### src/malt_pkg.sv
`timescale 1ns / 1ps
// Shared constants and types for the MAC address lease table.
// No dependencies; used by every module of the block.
`default_nettype none
package malt_pkg;

    localparam int TABLE_DEPTH = 64;
    localparam int IDX_W       = (TABLE_DEPTH > 1) ? $clog2(TABLE_DEPTH) : 1;
    localparam int CNT_W       = $clog2(TABLE_DEPTH + 1);

    localparam int MAC_W  = 48;
    localparam int ADDR_W = 32;
    localparam int OFF_W  = 7;

    localparam logic [OFF_W-1:0]  OFFSET_WRAP    = 7'd100;
    localparam logic [OFF_W-1:0]  OFFSET_RESTART = 7'd1;
    localparam logic [ADDR_W-1:0] ADDR_BIAS      = 32'd8;

    localparam int Q_DEPTH = 2;
    localparam int Q_PTR_W = 1;
    localparam int Q_CNT_W = 2;

    typedef struct packed {
        logic [MAC_W-1:0]  mac;
        logic [ADDR_W-1:0] addr;
    } t_lease;

    typedef struct packed {
        logic empty;
        logic full;
    } t_q_status;

endpackage
`default_nettype wire

### src/malt_queue.sv
`timescale 1ns / 1ps
// Two-entry request queue between the front and back parts.
// Depends on malt_pkg.
`default_nettype none
module malt_queue (
    input  wire logic                        i_clk,
    input  wire logic                        i_rst_n,
    input  wire logic                        i_push,
    input  wire logic [malt_pkg::MAC_W-1:0]  i_push_mac,
    input  wire logic                        i_pop,
    output logic      [malt_pkg::MAC_W-1:0]  o_pop_mac,
    output malt_pkg::t_q_status              o_status
);

    logic [malt_pkg::MAC_W-1:0]   r_slot [malt_pkg::Q_DEPTH];
    logic [malt_pkg::Q_PTR_W-1:0] r_wr_ptr;
    logic [malt_pkg::Q_PTR_W-1:0] r_rd_ptr;
    logic [malt_pkg::Q_CNT_W-1:0] r_count;
    logic                         w_push;
    logic                         w_pop;

    assign o_status.empty = (r_count == '0);
    assign o_status.full  = (r_count == malt_pkg::Q_CNT_W'(malt_pkg::Q_DEPTH));
    assign w_push    = i_push && !o_status.full;
    assign w_pop     = i_pop && !o_status.empty;
    assign o_pop_mac = r_slot[r_rd_ptr];

    always_ff @(posedge i_clk) begin
        if (w_push) begin
            r_slot[r_wr_ptr] <= i_push_mac;
        end
    end

    always_ff @(posedge i_clk) begin
        if (!i_rst_n) begin
            r_wr_ptr <= '0;
            r_rd_ptr <= '0;
            r_count  <= '0;
        end else begin
            if (w_push) begin
                r_wr_ptr <= r_wr_ptr + 1'b1;
            end
            if (w_pop) begin
                r_rd_ptr <= r_rd_ptr + 1'b1;
            end
            if (w_push && !w_pop) begin
                r_count <= r_count + 1'b1;
            end else if (w_pop && !w_push) begin
                r_count <= r_count - 1'b1;
            end
        end
    end

endmodule
`default_nettype wire

### config.mk
export PLATFORM = sky130hd
export DESIGN_NAME = malt_queue
export DESIGN_NICKNAME = d
export VERILOG_FILES = /design/src/malt_pkg.sv /design/src/malt_queue.sv
export SDC_FILE = /design/constraint.sdc
export NUM_CORES = 1
export LEC_CHECK = 0
export ABC_AREA = 1
export CAP_MARGIN = 20
export CORE_UTILIZATION = 55
export CTS_CLUSTER_DIAMETER = 50
export DETAILED_ROUTE_END_ITERATION = 16
export DONT_BUFFER_PORTS = 1
export PLACE_DENSITY = 0.67
export SYNTH_ARGS = -nofsm -noshare
export SYNTH_HDL_FRONTEND = slang
export SYNTH_SLANG_ARGS = --single-unit
### constraint.sdc
create_clock -name i_clk -period 4.75 [get_ports i_clk]
set_input_delay 0.2375 -clock i_clk [delete_from_list [all_inputs] [get_ports i_clk]]
set_output_delay 0.2375 -clock i_clk [all_outputs]
set_load 0.02 [all_outputs]
* Word level (Yosys, flattened, before mapping)
Memory sizes are Yosys's and may differ from the RTL's. A register that Yosys moved wholly into a read port is not among the register bits.
Cells that the tools add are included.
** Storage, ports and cells
- Bits in registers :: 4
- RAM bits :: 96
- Input bits :: 52
- Output and inout bits :: 50
- Word-level logic and storage cells :: 25
- Memories :: 1
** Cells by class
- Add/sub/neg operators :: 4
- Equal/unequal tests :: 1
- Multiplexer cells :: 6
- Reduce and logical (&&, ||, !) cells :: 10
** Memory list
- r_slot :: words 2, bits a word 48, rd ports 1, clocked after memory_dff 1, write ports 1, line malt_queue.sv:15 : logic [malt_pkg::MAC_W-1:0] r_slot [malt_pkg::Q_DEPTH];
** Operator list (number)
- $logic_and 1x1->1 :: 4
- $logic_not 1->1 :: 4
- $mux 1 :: 4
- $mux 2 :: 2
- $add 1x1->1 const B :: 2
- $add 2x1->2 const B :: 1
- $eq 2x2->1 const B :: 1
- $logic_not 2->1 :: 1
- $reduce_bool 2->1 :: 1
- $sub 2x1->2 const B :: 1

* Depth between registers and ports, before layout
- Depth in word-level cells :: 7
- Depth in mapped cells :: 10
- Mapped depth without buffers :: 10

* Least setup slack after synthesis
Ideal clock, no wire load.
- Kind :: register -> register
- Start :: register r_count[0] in the netlist's numbering
- End :: memory r_slot[0][0] in the netlist's numbering (enable)
- Setup time :: 454 ps
- Arrival time :: 2511 ps
- Path slack :: 1786 ps
- Stages on the path, launching flop included :: 3
- Cell sequence :: dfxtp_1 > o21ai_1 > nor2_1
** Between the ends
- Cells in the longest elaborated chain, start to end :: 5
** RTL lines
- start: declaration :: line malt_queue.sv:18 : logic [malt_pkg::Q_CNT_W-1:0] r_count;
- start signal: assignment :: line malt_queue.sv:47 : r_count <= r_count + 1'b1;
- start signal: assignment :: line malt_queue.sv:49 : r_count <= r_count - 1'b1;
- $eq 2x2->1 :: line malt_queue.sv:23 : assign o_status.full = (r_count == malt_pkg::Q_CNT_W'(malt_pkg::Q_DEPTH));
- $logic_not 1->1 :: line malt_queue.sv:24 : assign w_push = i_push && !o_status.full;
- $logic_and 1x1->1 :: line malt_queue.sv:24
- $mux 1 :: line malt_queue.sv:29 : if (w_push) begin
- $mux 1 (implied by the code) :: line malt_queue.sv:30 : r_slot[r_wr_ptr] <= i_push_mac;
- end: declaration :: line malt_queue.sv:15
Every way passes these cells.

==> run summary <==
CTS HTree Levels: 3
Core area: 6490 sq um
Slowest CP cell: dfxtp_2
Syn Area/Cell: 20.2 sq um
Clock root cell: clkbuf_8
CTS resizes: 0
Switch share: 30.2%
Crit. End Element: primary output
Dpl cell area: 3870 sq um
Final Hold Violating Endpoints: 0
CP cell instances: buf_4, mux2_2
Final Max Slew Viols: 0
Mapped cell area: 3780 sq um
Comb power frac: 24.7%
CTS tree: built
CTS clk-pin slew, worst paths: 90 ps
Share of cells above drive strength 1: 28.0%
Total GRT Usage: 18.2%
Largest net degree at the start of global routing: 38
Design Area, Final: 4570 sq um
ANT cells: 0
Die area: 7210 sq um
First-pass GRT wire length: 9670 um
Net switching power: 698 uW
Outcome: finished with violations
Clock sink count: 101
Area delta synth->final: 20.9%
Port Buf Inserts: 0
CTS buffer count: 9
Final setup viols: 0
1st-iter DRT viols: 96
Static Leak: 0.00160 uW
Largest cells by area after synthesis: edfxtp_1, mux2_2, mux2_4, dfxtp_1, nor2_1
DP HPWL: 3810 um
Nets@finish: 298
Crit path arrival time: 2030 ps
Die Y: 84.9 um
Yosys cell types: 15
Syn Nets: 240
Remaining Overflow, GRT: 0
Largest delay share family, worst path: flip-flops
Post-DRT Antenna Nets: 0
Most frequent cells in the layout: edfxtp_1, dlygate4sd3_1, mux2_2, mux2_4, clkbuf_8
Most common cell after layout, fill and taps aside: edfxtp_1
Initial antenna violation count: 0
Maxcap violations: 0
Synth top area share: 76.2%
Seq cells post-synth: 101
Leading area contributor after synthesis: edfxtp_1
Pwr Total: 2310 uW
Sequential element share of the synthesized area: 78.8%
Int Power: 1610 uW
Final wirelength: 6250 um
Row cnt: 29
Worst-Margin Slew: 640 ps
WP data required: 4510 ps
Clk buf depth: 2
Clk pwr share: 23.9%
Vias per std cell: 5.48
Startpoint Class: flop
Power per cell area: 505 nW/um^2
Wire per inst: 19.1 um
Ys Warns: 0
RSZ-0062 raised after global routing: no
Synth Instances: 187
Starting density of the core: 58.3%
DIE WIDTH: 84.9 um
Num ports: 102
Buf+Inv Stages, Crit Path: 1
Maximum vdd drop: 0.332 mV
Relative slew margins: 57.3%
Sequential power share: 51.4%
Worst clock skew: 11.4 ps
Min-Delay Path Class: in -> reg
Remaining DRCs: 4
Min Tclk post-route: 2270 ps
Critical Path Max Stage Delay: 740 ps
Fin Setup TNS: 0 ps
Vias in the first global route: 1933
Highest clock rate: 0.440 GHz
First drt pass iteration count: 10
Worst-Skew Late Latency: 350 ps
Failing checks: DRC
Crit-path max FO: 25
Vias: 1791
Period utilization: 47.8%
Kind of critical path: reg -> out
Final GP Congestion: 0.652
## stage by stage
stage / worst slack, ps / hold slack (ps) / utilization [%] / std cells
global placement: 2890 / 336 / 59.7 / 262
finish: 2480 / 26.8 / 70.4 / 327
CTS: 2450 / 12.5 / 70.4 / 327
floorplan: 1790 / 336 / - / 187
global route: 2370 / 13.3 / 70.4 / 327
detailed placement: 2840 / 336 / 59.7 / 262
## flip-flops by register name (all words and copies together) (netlist names), named ones only
register	flops
r_rd_ptr	1
r_count	2
r_slot	96
r_wr_ptr	1
## routing by layer
layer | vias to the layer above | part of all wire [%] | GRT usage (%)
li1 | 826 | - | -
met1 | 886 | 39 | 19.9
met3 | 11 | 6.2 | 5.35
met4 | 0 | 1.4 | 6.93
met2 | 68 | 53 | 33.5
met5 | - | 0 | 0
## power groups by stage
| stage | combinational [uW] | sequential, uW | clock [uW] |
|---|---|---|---|
| after global placement | 526 | 1200 | 0 |
| after global routing | 608 | 1200 | 594 |
| final | 571 | 1190 | 551 |
| after floorplan | 497 | 1180 | 0 |
| after CTS | 576 | 1190 | 560 |
| after detailed placement | 538 | 1210 | 0 |
## what timing repair did
action / 4_1_cts / 5_1_grt
hold buffers: 49 / 0
buffers inserted: 0 / 0
endpoints found under the setup margin: 0 / 0
hold endpoints to repair: 97 / 0
## cells by family (layout without fill, tap and decap cells)
group	Yosys count	after routing	share of synthesized area, %
compound gates	4	4	0.529
flops	101	101	78.8
fa+ha+maj	1	1	0.331
buf+inv	14	77	2.05
simple gates	19	19	1.98
mux	48	48	16.3
## synth_stat cells, drive strengths merged
cell type	instances
nor2	11
ha	1
o21ai	3
nand3	1
buf	5
mux2	48
a21oi	1
nand4	1
edfxtp	96
dfxtp	5
inv	9
nand2	6
## worst paths after layout
path / from / to / slack, ps / cells after the start
max: flop / o_pop_mac[47] / 2480 / 2
min: i_rst_n / r_count[0] / 30 / 2
max reg2reg: r_count[0] / r_slot[1][13] / 2880 / 3
min reg2reg: r_rd_ptr / flop / 510 / 2
## layout make-up
type,instances,area [sq um]
fill,395,1920
multi-input combinational,72,738
clock buffer,11,151
inverter,9,33.8
tap,77,96.3
clock inverter,5,57.6
sequential,101,2980
timing repair buffer,52,513
(Power assumes the default switching activity.)
