[src/malt_pkg.sv]
`timescale 1ns / 1ps
// Shared constants and types for the MAC address lease table.
// No dependencies; used by every module of the block.
`default_nettype none
package malt_pkg;

    localparam int TABLE_DEPTH = 64;
    localparam int IDX_W       = (TABLE_DEPTH > 1) ? $clog2(TABLE_DEPTH) : 1;
    localparam int CNT_W       = $clog2(TABLE_DEPTH + 1);

    localparam int MAC_W  = 48;
    localparam int ADDR_W = 32;
    localparam int OFF_W  = 7;

    localparam logic [OFF_W-1:0]  OFFSET_WRAP    = 7'd100;
    localparam logic [OFF_W-1:0]  OFFSET_RESTART = 7'd1;
    localparam logic [ADDR_W-1:0] ADDR_BIAS      = 32'd8;

    localparam int Q_DEPTH = 2;
    localparam int Q_PTR_W = 1;
    localparam int Q_CNT_W = 2;

    typedef struct packed {
        logic [MAC_W-1:0]  mac;
        logic [ADDR_W-1:0] addr;
    } t_lease;

    typedef struct packed {
        logic empty;
        logic full;
    } t_q_status;

endpackage
`default_nettype wire

[src/malt_front.sv]
`timescale 1ns / 1ps
// Request intake: registers each accepted item and hands it to the queue.
// Depends on malt_pkg.
`default_nettype none
module malt_front (
    input  wire logic                        i_clk,
    input  wire logic                        i_rst_n,
    input  wire logic                        i_in_valid,
    output logic                             o_in_stall,
    input  wire logic [malt_pkg::MAC_W-1:0]  i_client_mac,
    input  malt_pkg::t_q_status              i_q_status,
    output logic                             o_push,
    output logic      [malt_pkg::MAC_W-1:0]  o_push_mac
);

    logic                         r_valid;
    logic [malt_pkg::MAC_W-1:0]   r_mac;
    logic                         w_accept;

    assign o_in_stall = r_valid && i_q_status.full;
    assign w_accept   = i_in_valid && !o_in_stall;
    assign o_push     = r_valid && !i_q_status.full;
    assign o_push_mac = r_mac;

    always_ff @(posedge i_clk) begin
        if (w_accept) begin
            r_mac <= i_client_mac;
        end
    end

    always_ff @(posedge i_clk) begin
        if (!i_rst_n) begin
            r_valid <= 1'b0;
        end else if (w_accept) begin
            r_valid <= 1'b1;
        end else if (o_push) begin
            r_valid <= 1'b0;
        end
    end

endmodule
`default_nettype wire

[config.mk]
export PLATFORM = sky130hd
export DESIGN_NAME = malt_front
export DESIGN_NICKNAME = d
export VERILOG_FILES = /design/src/malt_pkg.sv /design/src/malt_front.sv
export SDC_FILE = /design/constraint.sdc
export NUM_CORES = 1
export LEC_CHECK = 0
export BUFFER_PORTS_ARGS = -buffer_cell sky130_fd_sc_hd__buf_4
export CAP_MARGIN = 20
export CORE_UTILIZATION = 45
export CTS_BUF_LIST = sky130_fd_sc_hd__clkbuf_2
export CTS_CLUSTER_SIZE = 24
export DETAILED_ROUTE_END_ITERATION = 8
export PLACE_DENSITY_LB_ADDON = 0.08
export SYNTH_ARGS = -nofsm -noshare
export SYNTH_HDL_FRONTEND = slang
export SYNTH_SLANG_ARGS = --single-unit
[constraint.sdc]
create_clock -name i_clk -period 8.7 [get_ports i_clk]
set_clock_uncertainty 0.15 [all_clocks]
set_input_delay 0.435 -clock i_clk [delete_from_list [all_inputs] [get_ports i_clk]]
set_output_delay 0.435 -clock i_clk [all_outputs]
set_load 0.02 [all_outputs]
Yosys cells after proc, flatten, opt, wreduce, memory -nomap -nowiden

Index checks and enable logic that the tools add are counted.

Mux-type cells: 2
Reduce and logical (&&, ||, !) cells: 6

Operator list:

| cell                | count |
|---|---|
| $logic_and A1 B1 Y1 | 3 |
| $logic_not A1 Y1    | 2 |
| $mux W1             | 2 |
| $reduce_bool A2 Y1  | 1 |

Flip-flop bits (word level): 49
Bits of input ports: 53
Output and inout bits: 50
Word-level logic and storage cells: 10

Longest topological paths before layout

Gate-level depths: netlist of run 1.

Word-level depth: 4
Depth in mapped cells: 2
Mapped depth without buffers: 2

Least setup slack after synthesis of run 1

Ideal clock, no wire load.

Kind: input to register
Start point: in i_q_status[0] (netlist bit)
End point: reg r_mac, in the netlist o_push_mac[0], enable pin
Library setup time: 460 ps
Arrival: 2777 ps
Slack: 5313 ps
Stages on the path: 2
Path buffers: 0
Cells stage by stage: and2_4 > nor2b_1

Longest elaborated chain between the ends: 3

Ends and longest elaborated chain:

| item                 | line             | text |
|---|---|---|
| from (decl)          | malt_front.sv:11 | `input malt_pkg::t_q_status i_q_status,` |
| $logic_and A1 B1 Y1  | malt_front.sv:20 | `assign o_in_stall = r_valid && i_q_status.full;` |
| $logic_not A1 Y1     | malt_front.sv:21 | `assign w_accept = i_in_valid && !o_in_stall;` |
| $logic_and A1 B1 Y1  | malt_front.sv:21 |  |
| via w_accept         | malt_front.sv:18 | `logic w_accept;` |
| to (signal assigned) | malt_front.sv:27 | `r_mac <= i_client_mac;` |
| to (decl)            | malt_front.sv:17 | `logic [malt_pkg::MAC_W-1:0] r_mac;` |

The timed path passes the listed nets, and every way through them passes these cells.
A chain may end at the register's enable or synchronous reset.

Worst setup path after layout of run 1

Start point: reg r_valid
End point: out o_in_stall

Longest elaborated chain between the ends: 1

Ends and longest elaborated chain:

| item                   | line             | text |
|---|---|---|
| from (decl)            | malt_front.sv:16 | `logic r_valid;` |
| from (signal assigned) | malt_front.sv:33 | `r_valid <= 1'b0;` |
| from (signal assigned) | malt_front.sv:35 | `r_valid <= 1'b1;` |
| from (signal assigned) | malt_front.sv:37 | `r_valid <= 1'b0;` |
| $logic_and A1 B1 Y1    | malt_front.sv:20 |  |
| to (decl)              | malt_front.sv:9  | `output logic o_in_stall,` |

No other way between the ends.

==> results of run 1 <==
stage by stage:
step | hold slack, ns | instance area [sq um] | worst slack, ns | instances | power [W]
6_report | 0.0264 | 2740 | 7.00 | 241 | 0.000472
4_1_cts | 0.000236 | 2530 | 7.01 | 220 | 0.000465
2_1_floorplan | 0.384 | 1490 | 5.31 | 53 | 0.000308
5_1_grt | -0.0190 | 2740 | 6.93 | 241 | 0.000489
3_5_place_dp | 0.452 | 2330 | 6.78 | 199 | 0.000347
3_3_place_gp | 0.436 | 2310 | 6.52 | 198 | 0.000344
power groups by stage:
stage	Sequential (W)	Combinational [W]	Clock, W
after floorplan	0.000302	0.00000550	0
after global placement	0.000284	0.0000602	0
after detailed placement	0.000284	0.0000629	0
after CTS	0.000279	0.0000675	0.000118
after global routing	0.000281	0.0000802	0.000128
final	0.000279	0.0000764	0.000116
logic make-up after synthesis:
group | Yosys count | share of synthesized area
simple gates | 3 | 0.0151
compound gates | 1 | 0.00504
flops | 49 | 0.980
routing by layer:
metal  vias up  wire length, um  track usage  part of all wire
li1        495                -            -                 -
met1       509             1280        0.218              0.34
met2        80             2020        0.289              0.53
met3         8              412       0.0764              0.11
met4         0               62       0.0797             0.016
met5         -                0            0                 0
timing repair:
action,CTS,global route
hold buffers,13,21
resized for setup,0,0
setup buffers,0,0
endpoints found under the hold margin,13,21
layout make-up:
| class | instances | area share |
|---|---|---|
| clock inverters | 2 | 0.0123 |
| clock buffers | 6 | 0.0110 |
| well taps | 44 | 0.0201 |
| multi-input cells | 4 | 0.0137 |
| repair buffers | 136 | 0.409 |
| flip-flops and latches | 49 | 0.534 |
path summary, 6_finish.rpt:
path,slack [ns],cells after the start,from,to
max reg2reg,7.01,3,r_valid,o_push_mac[9]
max,7.00,2,r_valid,o_in_stall
min,0.03,1,i_client_mac[30],o_push_mac[30]
min reg2reg,0.54,2,r_valid,r_valid
cell usage in the layout, fill, tap and decap left out:
| cell type | instances |
|---|---|
| sky130_fd_sc_hd__buf_12 | 1 |
| sky130_fd_sc_hd__nor2b_4 | 1 |
| sky130_fd_sc_hd__dlygate4sd3_1 | 34 |
| sky130_fd_sc_hd__buf_4 | 101 |
| sky130_fd_sc_hd__bufinv_16 | 1 |
| sky130_fd_sc_hd__and2b_1 | 1 |
| sky130_fd_sc_hd__clkinv_1 | 1 |
| sky130_fd_sc_hd__o21a_1 | 1 |
| sky130_fd_sc_hd__dfxtp_1 | 1 |
| sky130_fd_sc_hd__edfxtp_1 | 48 |
| sky130_fd_sc_hd__clkbuf_2 | 6 |
| sky130_fd_sc_hd__and2_4 | 1 |
flip-flops by register name (all words and copies together), names as in the netlist:
register and flops:
o_push_mac 48, r_valid 1
==> run summary, run 1 <==
* number of max-cap violations: 0
* pins over their slew limit: 0
* starting utilization of the core area: 0.481
* Worst Setup Start Kind: register
* overflow left after global routing: 0
* proportion of register bits with asynchronous set or reset after synthesis: 0
* final setup violating endpoints: 0
* worst min-delay path category: in -> reg
* Distinct cells, synth: 6
* number of buffers and inverters on the critical path: 1
* antenna diode count: 0
* Detailed Route WL: 3770 um
* maximum cell stage delay along the critical path: 0.39 ns
* count of nets left with antenna violations after detail routing: 0
* routed via count: 1092
* DIE AREA: 0.00355 sq mm
* most repeated cell in the gate-level netlist after synthesis: sky130_fd_sc_hd__edfxtp_1
* drt via density: 4.53
* Leakage Power: 1.17 nW
* top-area cell type share of the netlist area: 0.966
* count of yosys warnings during synthesis: 0
* Iter 0 DRT Violations: 36
* maximum number of pins on one net before global-route repair: 31
* critical path data required time: 8.12 ns
* critical path class: reg -> out
* Worst IR Drop VDD: 0.135 mV
* mapped cell area: 0.00149 sq mm
* post-synthesis instance total: 53
* Placement Rows: 20
* synthesis-to-layout area growth: 83.5%
* insertion delay to the later sink of the worst-skew pair: 0.41 ns
* data arrival at the endpoint of the critical path: 1.11 ns
* Seq/Total Area, Yosys: 0.980
* syn_nets: 106
* dominant cell type by area after synthesis: sky130_fd_sc_hd__edfxtp_1
* count of flip-flops with a built-in enable after synthesis: 48
* horizontal die dimension: 59.6 um
* Sequential Power Share: 0.592
* Post-route DRC: 0
* clock sink count: 49
* critical-path cell list: and2_4 > buf_4
* register area: 0.00146 sq mm
* most used flip-flop cell after synthesis: sky130_fd_sc_hd__edfxtp_1
* Worst slew margin: 0.607
* post-synthesis register bit count: 49
* final-layout fill cell count: 138
* I/O Buffers: 101
* Gate power share: 0.162
* total core area: 0.00310 sq mm
* worst slew pin tran: 0.588 ns
* Peak Freq: 589 MHz
* Internal Pwr Total: 0.000366 W
* synthesized area divided by synthesized cell count: 28.1 sq um
* area occupied by multi-input gates: 37.5 sq um
* ratio of cells with drive above 1 in the final layout: 0.563
* Max clock buf depth: 2
* top cells by area in the synthesized netlist: sky130_fd_sc_hd__edfxtp_1 97%, sky130_fd_sc_hd__dfxtp_1 1.3%, sky130_fd_sc_hd__and2_4 0.59%, sky130_fd_sc_hd__and2b_1 0.50%, sky130_fd_sc_hd__o21a_1 0.50%
* unrepaired setup endpoints after global routing: false
* DR WL/cell: 15.7 um
* Top delay family on crit path: flip-flops
* final critical path time including I/O delays and setup: 1.70 ns
* global-route wire length before repair: 4440 um
* Clock H-tree levels: 2
* Final TNS setup: 0 ns
* die span in y: 59.6 um
* highest net fanout along the worst path: 3
* Core Util, Final: 0.882
* Critical Path Slowest Stage Cell: sky130_fd_sc_hd__dfxtp_1
* TritonCTS Buffers: 5
* Root Buffer: sky130_fd_sc_hd__clkbuf_2
* TritonCTS clock tree: done
* initial antenna violation count: 0
* GRT Util Overall: 0.182
* status: complete, no violations
* post-CTS clock slew at the launch and capture registers of the worst setup and hold paths: 0.21 ns
* Net Sw Frac: 0.224
* post-route fraction of the period consumed by the critical path: 0.195
* number of global-route vias before repair: 922
* power share of the clock group: 0.246
* drt first pass iters: 5
* switching power of the nets: 0.000106 W
* Net count, final: 249
* I/O pin count: 103
* count of endpoints failing hold in the final timing report: 0
* power density of the placed cells: 173 mW/mm^2
* GP Congestion: 0.646
* kind of end point of the critical path: output pin
Note: power is estimated with default switching activity, not from simulation.
==> run 2: changes to the inputs <==
Settings changed: ABC_AREA set to 1, CORE_UTILIZATION 45 to 38.
Clock period 8.7 ns to 1.5 ns, I/O delays scaled along.
==> run 2 against run 1 <==
Against the previous run: first-iteration DRC count is 44% lower; worst setup slack worse by 6.8 ns; final cell count is 10% higher; global-route usage is 1.1 points lower; die area is 18% higher; total power grew to 5.4 times the previous value; routed wire length is 8.6% lower; hold slack better by 0.10 ns; sequential share of layout area is 2.8 points lower; sequential cell count stayed put; highest routed layer unchanged; sequential power grew to 5.8 times the previous value; via count is 0.55% lower.
==> run summary, run 2 <==
* Distinct cells, synth: 7, was 6
* xor and xnor fraction of the mapped netlist area: 0, unchanged
* Worst slew margin: 0.850, was 0.607
* Top delay family on crit path: buffers and inverters, was flip-flops
* Internal Pwr Total: 0.00198 W, was 0.000366 W
* critical path data required time: 1.70 ns, was 8.12 ns
* most common cell after layout, fill and taps aside: sky130_fd_sc_hd__buf_4, unchanged
* number of hold buffers added after CTS: 50, was 13
* Root Buffer: sky130_fd_sc_hd__clkbuf_2, unchanged
* kind of end point of the critical path: register, was output pin
* maximum number of pins on one net before global-route repair: 31, unchanged
* I/O Buffers: 101, unchanged
* post-synthesis register bit count: 49, unchanged
* final-layout fill cell count: 226, was 138
* Worst IR Drop VDD: 0.608 mV, was 0.135 mV
* ratio of cells with drive above 1 in the final layout: 0.521, was 0.563
* I/O pin count: 103, unchanged
* adder-cell share of the synthesized area: 0, unchanged
* main combinational cell family by area after synthesis: buffers and inverters, was simple AND/OR/NAND/NOR gates
* Max clock buf depth: 2, unchanged
* number of global-route vias before repair: 1121, was 922
* register area: 0.00146 sq mm, unchanged
* number of buffers and inverters on the critical path: 1, unchanged
* critical path class: reg -> reg, was reg -> out
* count of nets left with antenna violations after detail routing: 0, unchanged
* Net Sw Frac: 0.224, about the same
* Post CTS Setup Buffer Count: 0, unchanged
* number of stages on the worst hold path: 5, was 1
* count of yosys warnings during synthesis: 0, unchanged
* switching power of the nets: 0.000572 W, was 0.000106 W
* TritonCTS Buffers: 5, unchanged
* DIE AREA: 0.00420 sq mm, was 0.00355 sq mm
* Core Util, Final: 0.777, was 0.882
* starting utilization of the core area: 0.403, was 0.481
* startpoint of the lowest-slack hold path: i_q_status[0], was i_client_mac[30]
* reg-to-reg slack, setup: 0.17 ns, was 7.01 ns
* post-synthesis instance total: 57, was 53
* Leakage Power: 1.24 nW, was 1.17 nW
* commonest cells after routing, fill and taps aside: 102 x sky130_fd_sc_hd__buf_4, 50 x sky130_fd_sc_hd__dlygate4sd3_1, 48 x sky130_fd_sc_hd__edfxtp_1, 6 x sky130_fd_sc_hd__clkbuf_2, 3 x sky130_fd_sc_hd__inv_1, was 101 x sky130_fd_sc_hd__buf_4, 48 x sky130_fd_sc_hd__edfxtp_1, 34 x sky130_fd_sc_hd__dlygate4sd3_1, 6 x sky130_fd_sc_hd__clkbuf_2
* die span in y: 64.8 um, was 59.6 um
* Worst Hold Path EP: o_push_mac[12], was o_push_mac[30]
* Detailed Route WL: 3450 um, was 3770 um
* synthesized area divided by synthesized cell count: 26.3 sq um, was 28.1 sq um
* final hold slack: 0.126 ns, was 0.0264 ns
* unrepaired setup endpoints after global routing: false, unchanged
* highest net fanout along the worst path: 2, was 3
* drt via density: 4.10, was 4.53
* critical-path cell list: nand2_2 > a21oi_2 > dlygate4sd3_1, was and2_4 > buf_4
* global-route wire length before repair: 5050 um, was 4440 um
* Critical Path Slowest Stage Cell: sky130_fd_sc_hd__dlygate4sd3_1, was sky130_fd_sc_hd__dfxtp_1
* dominant cell type by area after synthesis: sky130_fd_sc_hd__edfxtp_1, unchanged
* most common library cells after synthesis: 48 x sky130_fd_sc_hd__edfxtp_1, 3 x sky130_fd_sc_hd__inv_1, 2 x sky130_fd_sc_hd__nor2_1
* area occupied by multi-input gates: 30.0 sq um, was 37.5 sq um
* multiplexer share of the synthesized area: 0, unchanged
* Gate power share: 0.186, was 0.162
* critical register-to-register path endpoint: r_valid, was o_push_mac[9]
* syn_nets: 110, was 106
* horizontal die dimension: 64.8 um, was 59.6 um
* post-CTS clock slew at the launch and capture registers of the worst setup and hold paths: 0.20 ns, was 0.21 ns
* pins over their slew limit: 0, unchanged
* GRT Util Overall: 0.171, was 0.182
* Clock H-tree levels: 2, unchanged
* DR WL/cell: 13.0 um, was 15.7 um
* count of flip-flops with a built-in enable after synthesis: 48, unchanged
* most repeated cell in the gate-level netlist after synthesis: sky130_fd_sc_hd__edfxtp_1, unchanged
* number of max-cap violations: 0, unchanged
* worst min-delay path category: in -> reg, unchanged
* antenna diode count: 0, unchanged
* number of cell instances on the worst register-to-register path: 3, unchanged
* synthesis-to-layout area growth: 92.7%, was 83.5%
* Net count, final: 270, was 249
* data arrival at the endpoint of the critical path: 1.52 ns, was 1.11 ns
* GP Congestion: 0.631, was 0.646
* total core area: 0.00372 sq mm, was 0.00310 sq mm
* Post-Synth Simple-Gate Area: 0.00918, was 0.0151
* clock sink count: 49, unchanged
* final critical path time including I/O delays and setup: 1.33 ns
* overflow left after global routing: 0, unchanged
* Worst Setup Start Kind: register, unchanged
* final setup violating endpoints: 0, unchanged
* most used flip-flop cell after synthesis: sky130_fd_sc_hd__edfxtp_1, unchanged
* proportion of register bits with asynchronous set or reset after synthesis: 0, unchanged
* routed via count: 1086, was 1092
* Seq/Total Area, Yosys: 0.975, was 0.980
* Post-route DRC: 0, unchanged
* TritonCTS clock tree: done, unchanged
* complex-gate fraction of the synthesized area: 0.00584, was 0.00503
* power share of the clock group: 0.178, was 0.246
* maximum cell stage delay along the critical path: 0.54 ns, was 0.39 ns
* drt first pass iters: 4, was 5
* count of endpoints failing hold in the final timing report: 0, unchanged
* power density of the placed cells: 882 mW/mm^2, was 173 mW/mm^2
* Sequential Power Share: 0.635, was 0.592
* Final TNS setup: 0 ns, unchanged
* insertion delay to the later sink of the worst-skew pair: 0.38 ns, was 0.41 ns
* number of instances resized during post-cts repair: 0, unchanged
* Reg-to-Reg Start: r_valid, unchanged
* post-route fraction of the period consumed by the critical path: 0.884
* top cells by area in the synthesized netlist: sky130_fd_sc_hd__edfxtp_1 96%, sky130_fd_sc_hd__dfxtp_1 1.3%, sky130_fd_sc_hd__inv_1 0.75%, sky130_fd_sc_hd__a21oi_2 0.58%, sky130_fd_sc_hd__nor2_1 0.50%, was sky130_fd_sc_hd__edfxtp_1 97%, sky130_fd_sc_hd__dfxtp_1 1.3%, sky130_fd_sc_hd__and2_4 0.59%, sky130_fd_sc_hd__and2b_1 0.50%, sky130_fd_sc_hd__o21a_1 0.50%
* status: complete, no violations, unchanged
* number of flip-flops in the largest register: 48, unchanged
* Iter 0 DRT Violations: 20, was 36
* mapped cell area: 0.00150 sq mm, was 0.00149 sq mm
* worst slew pin tran: 0.225 ns, was 0.588 ns
* top-area cell type share of the netlist area: 0.962, was 0.966
* initial antenna violation count: 0, unchanged
* Placement Rows: 22, was 20
* Peak Freq: 754 MHz
-- run 2: stage by stage --
stage / area, sq um / instances / setup WS (ns) / power (W)
2_1_floorplan: 1510 / 57 / -0.216 / 0.00179
3_3_place_gp: 2350 / 208 / 0.239 / 0.00201
3_5_place_dp: 2350 / 208 / 0.189 / 0.00202
4_1_cts: 2890 / 265 / 0.156 / 0.00258
5_1_grt: 2890 / 265 / 0.0950 / 0.00265
6_report: 2890 / 265 / 0.174 / 0.00255
-- run 2: cell type report --
class | instances | share of cell area
inverter | 4 | 0.00606
tap | 48 | 0.0208
timing repair buffer | 153 | 0.445
clock buffer | 6 | 0.0104
multi-input combinational | 4 | 0.0104
sequential | 49 | 0.506
clock inverter | 1 | 0.00130
-- run 2: power by group through the flow --
stage	Sequential (W)	Combinational [W]	Clock (W)
detailed placement	0.00165	0.000371	0
global route	0.00163	0.000502	0.000523
CTS	0.00162	0.000476	0.000486
finish	0.00162	0.000475	0.000455
global placement	0.00165	0.000364	0
floorplan	0.00175	0.0000362	0
-- run 2: worst max-delay path by stage --
| stage | endpoint | startpoint | cells past startpoint | slack, ns |
|---|---|---|---|---|
| after floorplan | o_push_mac[0] | r_valid | 3 | -0.22 |
| after global placement | o_push_mac[45] | r_valid | 4 | 0.24 |
| after detailed placement | o_push_mac[45] | r_valid | 4 | 0.19 |
| after CTS | o_in_stall | r_valid | 3 | 0.16 |
| after global routing | r_valid | r_valid | 3 | 0.09 |
| final | r_valid | r_valid | 3 | 0.17 |
-- run 2: layer usage --
layer | vias up | GRT usage | part of all wire | wire (um)
li1 | 535 | - | - | -
met1 | 492 | 0.171 | 0.36 | 1240
met2 | 53 | 0.322 | 0.55 | 1900
met3 | 6 | 0.0599 | 0.075 | 258
met4 | 0 | 0.0583 | 0.014 | 49
met5 | - | 0 | 0 | 0
-- run 2: logic make-up after synthesis --
family	count (synthesis)
AOI/OAI and AO/OA	1
buffers and inverters	4
DFF	49
and+or+nand+nor	3
-- run 2: worst min-delay path: cells and delay by family --
family	cells	cell delay (ns)
buffers and inverters	3	0.32
and+or+nand+nor	2	0.11
